[src/rtl/deque_with_search_macros.svh]
// Assertion macros used by the deque top-level RTL file.
`ifndef DEQUE_WITH_SEARCH_MACROS_SVH
`define DEQUE_WITH_SEARCH_MACROS_SVH

// The condition must hold in the same cycle as the trigger.
`define DQS_ASSERT_IMPL(label, pre, post) \
    label: assert property (@(posedge clk) disable iff (!rst_n) (pre) |-> (post)) \
        else $error("deque assertion failed");

// The condition must hold in the cycle after the trigger.
`define DQS_ASSERT_NEXT(label, pre, post) \
    label: assert property (@(posedge clk) disable iff (!rst_n) (pre) |=> (post)) \
        else $error("deque assertion failed");

`endif

[src/rtl/dqs_pkg.sv]
// Shared types and codes for the deque with search.
package dqs_pkg;

    localparam int CMD_W    = 3;
    localparam int VALUE_W  = 32;
    localparam int STATUS_W = 3;
    localparam int COUNT_W  = 7;

    localparam logic [CMD_W-1:0] CMD_PUSH_FRONT = 3'd0;
    localparam logic [CMD_W-1:0] CMD_PUSH_BACK  = 3'd1;
    localparam logic [CMD_W-1:0] CMD_POP_BACK   = 3'd2;
    localparam logic [CMD_W-1:0] CMD_POP_FRONT  = 3'd3;
    localparam logic [CMD_W-1:0] CMD_SEARCH     = 3'd4;
    localparam logic [CMD_W-1:0] CMD_LIST_FWD   = 3'd5;
    localparam logic [CMD_W-1:0] CMD_LIST_BWD   = 3'd6;

    localparam logic [STATUS_W-1:0] ST_DONE     = 3'd0;
    localparam logic [STATUS_W-1:0] ST_EMPTY    = 3'd1;
    localparam logic [STATUS_W-1:0] ST_FULL     = 3'd2;
    localparam logic [STATUS_W-1:0] ST_FOUND    = 3'd3;
    localparam logic [STATUS_W-1:0] ST_NOTFOUND = 3'd4;

    typedef struct packed {
        logic [STATUS_W-1:0]       status;
        logic signed [VALUE_W-1:0] item;
        logic [COUNT_W-1:0]        count;
        logic                      last;
    } result_t;

endpackage

[src/rtl/deque_with_search.sv]
// Top level of the bounded double-ended queue with search and listing.
//
// Commands arrive on the input channel (in_valid, in_stall, cmd, value) and
// results leave on the output channel (out_valid, out_stall, status, item,
// count, last). A transfer happens on a clock edge where valid is high and
// stall is low. Every command gives one result except a listing of a
// non-empty queue, which gives one result per entry with last set on the
// final one.
// Pushes, pops and unused codes appear at the output in the cycle after the
// input transfer, so they run at one per cycle while the receiver does not
// stall. A search reads the entry memory one entry per cycle and the status
// follows the last compare. A listing passes each entry through the memory
// read register and the output register and delivers one entry per cycle
// while the receiver does not stall; the memory read port sets that pace.
// Input is stalled for the whole walk.
// When the receiver stalls, the result stays in the output register and the
// block stops taking new commands or advancing a walk until it is taken.
// Reset empties the queue and clears the output valid flag; the entry memory
// needs no clearing pass.
`include "deque_with_search_macros.svh"

module deque_with_search import dqs_pkg::*; #(
    parameter int DEPTH = 64
) (
    input  logic                       clk,
    input  logic                       rst_n,
    input  logic                       in_valid,
    output logic                       in_stall,
    input  logic [CMD_W-1:0]           cmd,
    input  logic signed [VALUE_W-1:0]  value,
    output logic                       out_valid,
    input  logic                       out_stall,
    output logic [STATUS_W-1:0]        status,
    output logic signed [VALUE_W-1:0]  item,
    output logic [COUNT_W-1:0]         count,
    output logic                       last
);

    localparam int IW = $clog2(DEPTH);
    localparam int CW = $clog2(DEPTH + 1);

    localparam logic [1:0] S_IDLE = 2'd0;
    localparam logic [1:0] S_SCAN = 2'd1;
    localparam logic [1:0] S_SRES = 2'd2;
    localparam logic [1:0] S_LIST = 2'd3;

    logic [1:0]         state_reg, state_next;
    logic [IW-1:0]      head_reg, head_next;
    logic [CW-1:0]      cnt_reg, cnt_next;
    logic [IW-1:0]      ptr_reg, ptr_next;
    logic [CW-1:0]      rem_reg, rem_next;
    logic               dir_reg, dir_next;
    logic               hit_reg, hit_next;
    logic [VALUE_W-1:0] key_reg, key_next;

    logic               in_acc;
    logic               push_cmd;
    logic               full;
    logic               empty;
    logic [IW-1:0]      tail;
    logic               ram_we;
    logic [IW-1:0]      ram_waddr;
    logic               ram_re;
    logic [IW-1:0]      ram_raddr;
    logic [VALUE_W-1:0] ram_rdata;
    logic               ob_load;
    logic               ob_free;
    result_t            res;
    result_t            ob_dout;

    function automatic logic [IW-1:0] idx_inc(input logic [IW-1:0] p);
        return (p == IW'(DEPTH - 1)) ? '0 : p + 1'b1;
    endfunction

    function automatic logic [IW-1:0] idx_dec(input logic [IW-1:0] p);
        return (p == '0) ? IW'(DEPTH - 1) : p - 1'b1;
    endfunction

    function automatic logic [IW-1:0] slot_of(input logic [IW-1:0] h,
                                               input logic [CW-1:0] off);
        logic [IW:0] s;
        s = {1'b0, h} + (IW+1)'(off);
        if (s >= (IW+1)'(DEPTH))
        begin
            s = s - (IW+1)'(DEPTH);
        end
        return s[IW-1:0];
    endfunction

    assign full     = (cnt_reg == CW'(DEPTH));
    assign empty    = (cnt_reg == '0);
    assign tail     = slot_of(head_reg, cnt_reg - 1'b1);
    assign in_stall = (state_reg != S_IDLE) || !ob_free;
    assign in_acc   = in_valid && !in_stall;
    assign push_cmd = (cmd == CMD_PUSH_FRONT) || (cmd == CMD_PUSH_BACK);

    always_comb
    begin
        state_next = state_reg;
        head_next  = head_reg;
        cnt_next   = cnt_reg;
        ptr_next   = ptr_reg;
        rem_next   = rem_reg;
        dir_next   = dir_reg;
        hit_next   = hit_reg;
        key_next   = key_reg;
        ram_we     = 1'b0;
        ram_waddr  = slot_of(head_reg, cnt_reg);
        ram_re     = 1'b0;
        ram_raddr  = ptr_reg;
        ob_load    = 1'b0;
        res        = '0;
        res.status = ST_DONE;
        res.last   = 1'b1;

        unique case (state_reg)
            S_IDLE:
            begin
                if (in_acc)
                begin
                    ob_load = 1'b1;
                    unique case (cmd) inside
                        CMD_PUSH_FRONT, CMD_PUSH_BACK:
                        begin
                            if (full)
                            begin
                                res.status = ST_FULL;
                            end
                            else
                            begin
                                ram_we   = 1'b1;
                                cnt_next = cnt_reg + 1'b1;
                                if (cmd == CMD_PUSH_FRONT)
                                begin
                                    head_next = idx_dec(head_reg);
                                    ram_waddr = idx_dec(head_reg);
                                end
                            end
                        end
                        CMD_POP_BACK, CMD_POP_FRONT:
                        begin
                            if (empty)
                            begin
                                res.status = ST_EMPTY;
                            end
                            else
                            begin
                                cnt_next = cnt_reg - 1'b1;
                                if (cmd == CMD_POP_FRONT)
                                begin
                                    head_next = idx_inc(head_reg);
                                end
                            end
                        end
                        CMD_SEARCH:
                        begin
                            if (empty)
                            begin
                                res.status = ST_EMPTY;
                            end
                            else
                            begin
                                ob_load    = 1'b0;
                                ram_re     = 1'b1;
                                ram_raddr  = head_reg;
                                ptr_next   = idx_inc(head_reg);
                                rem_next   = cnt_reg;
                                key_next   = value;
                                hit_next   = 1'b0;
                                state_next = S_SCAN;
                            end
                        end
                        CMD_LIST_FWD, CMD_LIST_BWD:
                        begin
                            if (empty)
                            begin
                                res.status = ST_EMPTY;
                            end
                            else
                            begin
                                ob_load    = 1'b0;
                                ram_re     = 1'b1;
                                rem_next   = cnt_reg;
                                dir_next   = (cmd == CMD_LIST_BWD);
                                state_next = S_LIST;
                                if (cmd == CMD_LIST_BWD)
                                begin
                                    ram_raddr = tail;
                                    ptr_next  = idx_dec(tail);
                                end
                                else
                                begin
                                    ram_raddr = head_reg;
                                    ptr_next  = idx_inc(head_reg);
                                end
                            end
                        end
                        default:
                        begin
                            res.status = ST_DONE;
                        end
                    endcase
                end
            end
            S_SCAN:
            begin
                hit_next = hit_reg || (ram_rdata == key_reg);
                rem_next = rem_reg - 1'b1;
                if (rem_reg == CW'(1))
                begin
                    state_next = S_SRES;
                end
                else
                begin
                    ram_re    = 1'b1;
                    ram_raddr = ptr_reg;
                    ptr_next  = idx_inc(ptr_reg);
                end
            end
            S_SRES:
            begin
                if (ob_free)
                begin
                    ob_load    = 1'b1;
                    res.status = hit_reg ? ST_FOUND : ST_NOTFOUND;
                    state_next = S_IDLE;
                end
            end
            S_LIST:
            begin
                if (ob_free)
                begin
                    ob_load  = 1'b1;
                    res.item = signed'(ram_rdata);
                    res.last = (rem_reg == CW'(1));
                    rem_next = rem_reg - 1'b1;
                    if (rem_reg == CW'(1))
                    begin
                        state_next = S_IDLE;
                    end
                    else
                    begin
                        ram_re    = 1'b1;
                        ram_raddr = ptr_reg;
                        ptr_next  = dir_reg ? idx_dec(ptr_reg) : idx_inc(ptr_reg);
                    end
                end
            end
            default:
            begin
                state_next = S_IDLE;
            end
        endcase

        res.count = COUNT_W'(cnt_next);
    end

    always_ff @(posedge clk or negedge rst_n)
    begin
        if (!rst_n)
        begin
            state_reg <= S_IDLE;
            head_reg  <= '0;
            cnt_reg   <= '0;
            rem_reg   <= '0;
        end
        else
        begin
            state_reg <= state_next;
            head_reg  <= head_next;
            cnt_reg   <= cnt_next;
            rem_reg   <= rem_next;
        end
    end

    always_ff @(posedge clk)
    begin
        ptr_reg <= ptr_next;
        dir_reg <= dir_next;
        hit_reg <= hit_next;
        key_reg <= key_next;
    end

    dqs_ram #(
        .WIDTH (VALUE_W),
        .DEPTH (DEPTH)
    ) u_entries (
        .clk   (clk),
        .we    (ram_we),
        .waddr (ram_waddr),
        .wdata (value),
        .re    (ram_re),
        .raddr (ram_raddr),
        .rdata (ram_rdata)
    );

    dqs_obuf u_obuf (
        .clk       (clk),
        .rst_n     (rst_n),
        .load      (ob_load),
        .din       (res),
        .free      (ob_free),
        .out_valid (out_valid),
        .out_stall (out_stall),
        .dout      (ob_dout)
    );

    assign status = ob_dout.status;
    assign item   = ob_dout.item;
    assign count  = ob_dout.count;
    assign last   = ob_dout.last;

    `DQS_ASSERT_IMPL(a_count_bound, 1'b1, cnt_reg <= CW'(DEPTH))
    `DQS_ASSERT_NEXT(a_push_grows, in_acc && !full && push_cmd, cnt_reg == CW'($past(cnt_reg) + 1'b1))
    `DQS_ASSERT_IMPL(a_walk_rem, state_reg == S_SCAN || state_reg == S_LIST, rem_reg != '0)
    `DQS_ASSERT_IMPL(a_load_free, ob_load, ob_free)

endmodule

[src/rtl/dqs_ram.sv]
// Generic single-port-write, single-port-read RAM with registered read data.
module dqs_ram #(
    parameter int WIDTH = 32,
    parameter int DEPTH = 64,
    localparam int AW = (DEPTH > 1) ? $clog2(DEPTH) : 1
) (
    input  logic             clk,
    input  logic             we,
    input  logic [AW-1:0]    waddr,
    input  logic [WIDTH-1:0] wdata,
    input  logic             re,
    input  logic [AW-1:0]    raddr,
    output logic [WIDTH-1:0] rdata
);

    logic [WIDTH-1:0] mem [DEPTH];
    logic [WIDTH-1:0] rdata_reg;

    always_ff @(posedge clk)
    begin
        if (we)
        begin
            mem[waddr] <= wdata;
        end
        if (re)
        begin
            rdata_reg <= mem[raddr];
        end
    end

    assign rdata = rdata_reg;

endmodule

[src/rtl/dqs_obuf.sv]
// Output register that holds one result until the receiver takes it.
module dqs_obuf import dqs_pkg::*; (
    input  logic    clk,
    input  logic    rst_n,
    input  logic    load,
    input  result_t din,
    output logic    free,
    output logic    out_valid,
    input  logic    out_stall,
    output result_t dout
);

    logic    valid_reg;
    logic    valid_next;
    result_t data_reg;

    assign free = !valid_reg || !out_stall;

    always_comb
    begin
        valid_next = valid_reg;
        if (load)
        begin
            valid_next = 1'b1;
        end
        else if (!out_stall)
        begin
            valid_next = 1'b0;
        end
    end

    always_ff @(posedge clk or negedge rst_n)
    begin
        if (!rst_n)
        begin
            valid_reg <= 1'b0;
        end
        else
        begin
            valid_reg <= valid_next;
        end
    end

    always_ff @(posedge clk)
    begin
        if (load)
        begin
            data_reg <= din;
        end
    end

    assign out_valid = valid_reg;
    assign dout      = data_reg;

endmodule

[config.mk]
export PLATFORM = sky130hd
export DESIGN_NAME = deque_with_search
export DESIGN_NICKNAME = d
export VERILOG_FILES = /design/src/rtl/dqs_pkg.sv /design/src/rtl/deque_with_search.sv /design/src/rtl/dqs_ram.sv /design/src/rtl/dqs_obuf.sv
export VERILOG_INCLUDE_DIRS = /design/src /design/src/rtl
export SDC_FILE = /design/constraint.sdc
export NUM_CORES = 2
export LEC_CHECK = 0
export ABC_AREA = 1
export CORE_UTILIZATION = 23
export CTS_CLUSTER_SIZE = 12
export DETAILED_ROUTE_END_ITERATION = 16
export DONT_BUFFER_PORTS = 1
export MAX_ROUTING_LAYER = met4
export PLACE_DENSITY = 0.36
export SLEW_MARGIN = 10
export SYNTH_ARGS = -nofsm -noshare
export SYNTH_HDL_FRONTEND = slang
export SYNTH_SLANG_ARGS = --single-unit
[constraint.sdc]
create_clock -name clk -period 8.2 [get_ports clk]
set_input_delay 0.41 -clock clk [delete_from_list [all_inputs] [get_ports clk]]
set_output_delay 0.41 -clock clk [all_outputs]
set_load 0.02 [all_outputs]
-- After elaboration in Yosys (flattened, before gate mapping)
Memory sizes are Yosys's and may differ from the RTL's. A register that Yosys moved wholly into a read port is not among the register bits.
Index checks and enable logic that the tools add are counted.
- mux-type cells: 82
- bitwise operators: 1
- divide/modulo/power cells: 0
- magnitude comparators: 2
- add/sub/neg operators: 12
- reduce and logical (&&, ||, !) cells: 32
- shifts and indexed selects: 0
- equality and inequality tests: 32
- $mul: 0
- operators with widths (kind ; count):
    $mux W6 ; 29
    $mux W7 ; 8
    $pmux W6 S2 ; 3
    $eq A32 B32 Y1 ; 1
    $sub A6 B1 Y6 const B ; 5
    $ne A2 B2 Y1 const B ; 14
    $mux W1 ; 21
    $pmux W7 S3 ; 1
    $logic_not A6 Y1 ; 3
    $pmux W6 S3 ; 1
    $mux W2 ; 8
    $reduce_and A8 Y1 ; 2
    $add A6 B7 Y7 ; 2
    $ge A7 B7 Y1 const B ; 2
    $pmux W7 S2 ; 1
    $sub A7 B1 Y7 const B ; 2
    $add A6 B1 Y6 const B ; 2
    $eq A6 B6 Y1 const B ; 2
    $pmux W3 S2 ; 2
    $reduce_and A4 Y1 ; 3
    $eq A3 B3 Y1 const B ; 3
    $mux W3 ; 3
    $pmux W2 S4 ; 1
    $reduce_or A2 Y1 ; 4
    27 further kinds ; 38
- register bits: 106
- latch bits: 0
- memory bits (read-only): 0
- output and inout port bits: 45
- input port bits: 39
- memories kept: 1
- RAM bits: 2048
- memory list (memory ; words ; bits a word ; rd ports ; clocked after memory_dff ; write ports ; line ; source):
    u_entries.mem ; 64 ; 32 ; 1 ; 1 ; 1 ; dqs_ram.sv:16 ; logic [WIDTH-1:0] mem [DEPTH];

-- Logic depth before layout (Yosys ltp)
- word-level depth: 11
- gate-level depth with buffers: 19

-- Hierarchy
A second synthesis with hierarchy kept.
- cell total of the unflattened synthesis: 7516
- area, all modules: 89572.2 um^2
- modules (own cells, without submodules) (module ; area each (um^2) ; cells each ; instances):
    dqs_ram ; 83106.0 ; 6785 ; 1
    deque_with_search ; 5133.7 ; 684 ; 1
    dqs_obuf ; 1332.5 ; 47 ; 1

-- Worst setup path after synthesis
Ideal clock, no wire load.
- kind: register to register
- start: register u_obuf.valid_reg (netlist: u_obuf.out_valid)
- end: register u_obuf.data_reg, in the netlist u_obuf.dout[0] (enable)
- data arrival time: 3.809 ns
- setup time: 0.503 ns
- slack: 3.888 ns
- period minus slack after synthesis: 4.312 ns
- cell stages (with the launch flop): 4
- path buffers: 0
- cells stage by stage: dfrtp_1 > nand2_1 > inv_1 > o21ai_0
- longest elaborated chain between the ends: 8
- elaborated cells on any way between the ends: 9
- those cells by class: mux (3); reduce/logical (6)
- RTL lines (item ; line ; source):
    start, declared ; dqs_obuf.sv:13 ; logic valid_reg;
    start signal, assigned ; dqs_obuf.sv:40 ; valid_reg <= valid_next;
    $logic_not A1 Y1 (*) ; dqs_obuf.sv:17 ; assign free = !valid_reg || !out_stall;
    $logic_or A1 B1 Y1 (*) ; dqs_obuf.sv:17 ;
    $logic_not A1 Y1 ; deque_with_search.sv:93 ; assign in_stall = (state_reg != S_IDLE) || !ob_free;
    $logic_or A1 B1 Y1 ; deque_with_search.sv:93 ;
    $logic_not A1 Y1 ; deque_with_search.sv:94 ; assign in_acc = in_valid && !in_stall;
    $logic_and A1 B1 Y1 ; deque_with_search.sv:94 ;
    $mux W1 ; deque_with_search.sv:119 ; if (in_acc)
    $pmux W1 S2 (*) ; deque_with_search.sv:116 ; unique case (state_reg)
    net ob_load ; deque_with_search.sv:66 ; logic ob_load;
    end signal, assigned ; dqs_obuf.sv:48 ; data_reg <= din;
    end, declared ; dqs_obuf.sv:15 ; result_t data_reg;
Mark *: on every way through the listed nets, which the timed path passes. The rest lies on a longest branch.
A chain may end at the register's enable or synchronous reset.

-- Worst setup path after layout
- start: register cnt_reg[0]
- end: memory u_entries.mem[3][21] (enable)
- longest elaborated chain between the ends: 8
- elaborated cells on any way between the ends: 16
- those cells by class: add/sub (2); order compare (1); eq/ne (1); mux (12)
- RTL lines (item ; line ; source):
    start, declared ; deque_with_search.sv:49 ; logic [CW-1:0] cnt_reg, cnt_next;
    start signal, assigned ; deque_with_search.sv:271 ; cnt_reg <= cnt_next;
    $add A6 B7 Y7 ; deque_with_search.sv:82 ; s = {1'b0, h} + (IW+1)'(off);
    $sub A6 B1 Y6 / $ge A7 B7 Y1 (equally long branches) ; deque_with_search.sv:85, deque_with_search.sv:83 ;
    $mux W6 ; deque_with_search.sv:83 ; if (s >= (IW+1)'(DEPTH))
    $mux W6 ; deque_with_search.sv:133 ; if (cmd == CMD_PUSH_FRONT)
    $mux W6 ; deque_with_search.sv:125 ; if (full)
    $mux W6 ; deque_with_search.sv:122 ; unique case (cmd) inside
    $mux W6 ; deque_with_search.sv:119 ;
    $mux W6 ; deque_with_search.sv:116 ;
    end, declared ; dqs_ram.sv:16 ;
Several ways; a longest one is shown, not always the timed one.

==> metrics.yaml <==
synth:
  ys_seq_area_share_pct: 67.6
  synth-compound-area-share_pct: 0.815
  synth_async_sr_flop_share_pct: 1.05
  synth_top_cell_area_share_pct: 67.0
  ys_ff_latch: 2186
  synth_simple_gate_area_share_pct: 23.0
  ys.warnings.count: 0
  synth_ff_type: "edfxtp_1"
  synth_top_family_by_area: "simple AND/OR/NAND/NOR gates"
  synth_common_cells: "edfxtp_1 (2163), nand3_1 (2138), nand2_1 (1423)"
  synth-xor-area-share_pct: 0.397
  synth_cell_types: 52
  synth_nets: 8810
  yosysTopAreaCell: "edfxtp_1"
  post-synth-top-count-cell: "edfxtp_1"
  muxShareOfSynthArea_pct: 0
  synth_edf_count: 2163
  yosys-top-cells-area: "edfxtp_1 (67%), nand3_1 (11%), nand2_1 (5.5%)"
  synth_area_mm2: 0.0970
  synth_adder_area_share_pct: 0.338
  avgSynthCellArea_um2: 11.1
  syn_inst: 8746
cts:
  cts_tree: "yes"
  clk_pin_slew_ns: 0.06
  htreeDepth: 5
  clockBufferDepth: 4
  clock_latency_ns: 0.90
  cts_buffers: 267
  cts_root_buffer: "clkbuf_16"
  clkSinkCount: 2186
grt:
  grt-ovfl-total: 0
  grt_usage_pct: 16.4
  antenna_found_initial: 24
  grt_max_degree: 145
  grt_first_pass_wirelength_um: 493000
  grt_pass1_vias: 64014
layout:
  largest_reg_flops: 2048
  drive_above_1_share_pct: 7.11
  fin_nets: 8760
  area_growth_syn_to_layout_pct: 16.4
  top_register: "u_entries.mem"
power:
  irDropWorstVdd_v: 0.000293
  swShare_pct: 42.4
  seq_power_share_pct: 32.9
  p_sw_uw: 17200
  power_leakage_uw: 0.0424
  power.density_mw_per_mm2: 358
  clockPowerShare_pct: 28.4
  p_comb_share_pct: 38.7
  intPower_uw: 23300
critical_path:
  start_kind: "flip-flop"
  cpLargestDelayFamily: "simple AND/OR/NAND/NOR gates"
  cpMaxStageDelayCell: "nor2_4"
  crit_required_ns: 8.75
  cp_data_arrival_time_ns: 6.47
  crit_path_end_kind: "flip-flop"
  crit_type: "reg2reg"
  crit_fanout: 19
  critical_path_buf_inv_count: 5
  worstReg2RegStart: "cnt_reg[0]"
  crit_chain: "inv_1 > ha_1 > nand3_4 > nor2_1 > inv_1 > nor2_1 > nor4_2 > inv_1 > o21ai_0 > inv_1 > nor2_1 > nand2_1 > nor2_4 > buf_4"
  cp_common_cell: "inv_1"
  cpPeakStageDelay_ns: 1.15
  r2r_cells: 14
  timing.rr.end: "u_entries.mem[3][21]"
  r2r_slack_ns: 2.28
hold_path:
  hold_path.class: "in2reg"
  worstHoldStart: "cmd[2]"
  hold-path-cell-count: 2
  min_to: "dir_reg"
sta:
  finalCritPeriodShare_pct: 72.2
  clock-skew-final_ns: 0.0588
  period_needed_ns: 5.92
  slew_viol_final: 0
  max_freq_ghz: 0.169
  slew_headroom_pct: 17.2
  setup_viol_count_final: 0
  hold_viol: 0
  hold_ws_ns: 0.0936
  grt_setup_unrepaired: "no"
  worst_pin_slew_ns: 1.23
  final.setup.tns_ns: 0
placed_design:
  place_congestion: 0.794
  place_hpwl_um: 188000
  numPortBuffers: 0
run:
  drv_cap: 0
die:
  die_area_mm2: 0.424
  io_pins: 84
  rows: 238
  die_h_um: 651
  dieWidth_um: 651
  start_util_pct: 23.1
  core_area_mm2: 0.420
routing:
  vias: 64755
  drtIter0Drc: 5547
  wirelength_um: 347000
  wl_per_cell_um: 24.1
  postRouteAntennaNets: 0
  routed_via_density: 4.49
  top_layer: "met4"
  routed-wl-met2_um: 157000
  m1WireLength_um: 161000
  dr.pass1.iters: 6
  met3_length_um: 20300
  drc: 0
run_status:
  status: "completed"
## cell families (layout without fill, tap and decap cells)
kind of cell / count (synthesis) / in the layout
AOI/OAI and AO/OA: 134 / 134
xor gates and xnor gates: 44 / 44
adders and majority gates: 25 / 25
buffers and inverters: 1893 / 2040
DFF: 2186 / 2186
other: 0 / 7
and+or+nand+nor: 4464 / 4464
## per-stage QoR
step	cells	area, um^2	power [uW]	worst slack [ns]	util (%)
CTS	14413	113000	41000	2.38	26.9
finish	14420	113000	40500	2.28	26.9
global placement	13871	103000	29100	2.23	24.6
detailed placement	13871	103000	29000	2.44	24.6
floorplan	8746	97000	22500	3.89	-
global route	14416	113000	42600	2.12	26.9
## routing by layer
layer / vias to the layer above / GRT usage (%)
met5: - / -
met4: 0 / 4.48
met3: 485 / 2.60
met2: 1880 / 25.3
met1: 32509 / 22.4
li1: 29881 / -
## cell type report
class                   count  area (um^2)
fillers                 43827       307000
flip-flops and latches   2186        65500
clock inverters           138         1180
well taps                5520         6910
repair buffers            233         2860
clock buffers             328         7050
diodes                      7         17.5
inverters                1341         5060
multi-input cells        4667        24300
## worst max-delay path by stage
stage	depth (start not counted)	to	slack [ns]	from
global placement	14	u_entries.mem[3][27]	2.23	cnt_reg[1]
detailed placement	14	u_entries.mem[3][27]	2.44	cnt_reg[1]
CTS	14	u_entries.mem[3][17]	2.38	cnt_reg[1]
floorplan	3	u_obuf.dout[0]	3.89	u_obuf.out_valid
global route	14	u_entries.mem[3][21]	2.12	cnt_reg[1]
finish	14	u_entries.mem[3][21]	2.28	cnt_reg[0]
## cells in the final DEF (no fill, tap or decap), types with 24 or more instances in the layout
master and n:
edfxtp_1 2163, nand3_1 2138, nand2_1 1421, inv_1 1328, nand3b_1 705, clkbuf_16 273, buf_4 130, nor2_1 85
clkinv_1 80, nor2_4 66, o21ai_0 56, clkbuf_1 54, dlygate4sd3_1 42, a21oi_1 33, buf_16 32, buf_12 29
clkinv_2 26, xnor2_1 24
## power by group through the flow
stage | combinational, uW | sequential [uW] | clock, uW
2_1_floorplan | 9210 | 13300 | 0
3_3_place_gp | 15500 | 13600 | 0
3_5_place_dp | 15500 | 13600 | 0
4_1_cts | 15800 | 13300 | 11800
5_1_grt | 17000 | 13300 | 12200
6_report | 15700 | 13300 | 11500
## repair_timing
action,4_1_cts,5_1_grt
hold buffers,76,0
hold endpoints to repair,2122,0
buffers inserted,0,0
resized for setup,0,0
No activity file was read; power rests on OpenSTA's default activity.
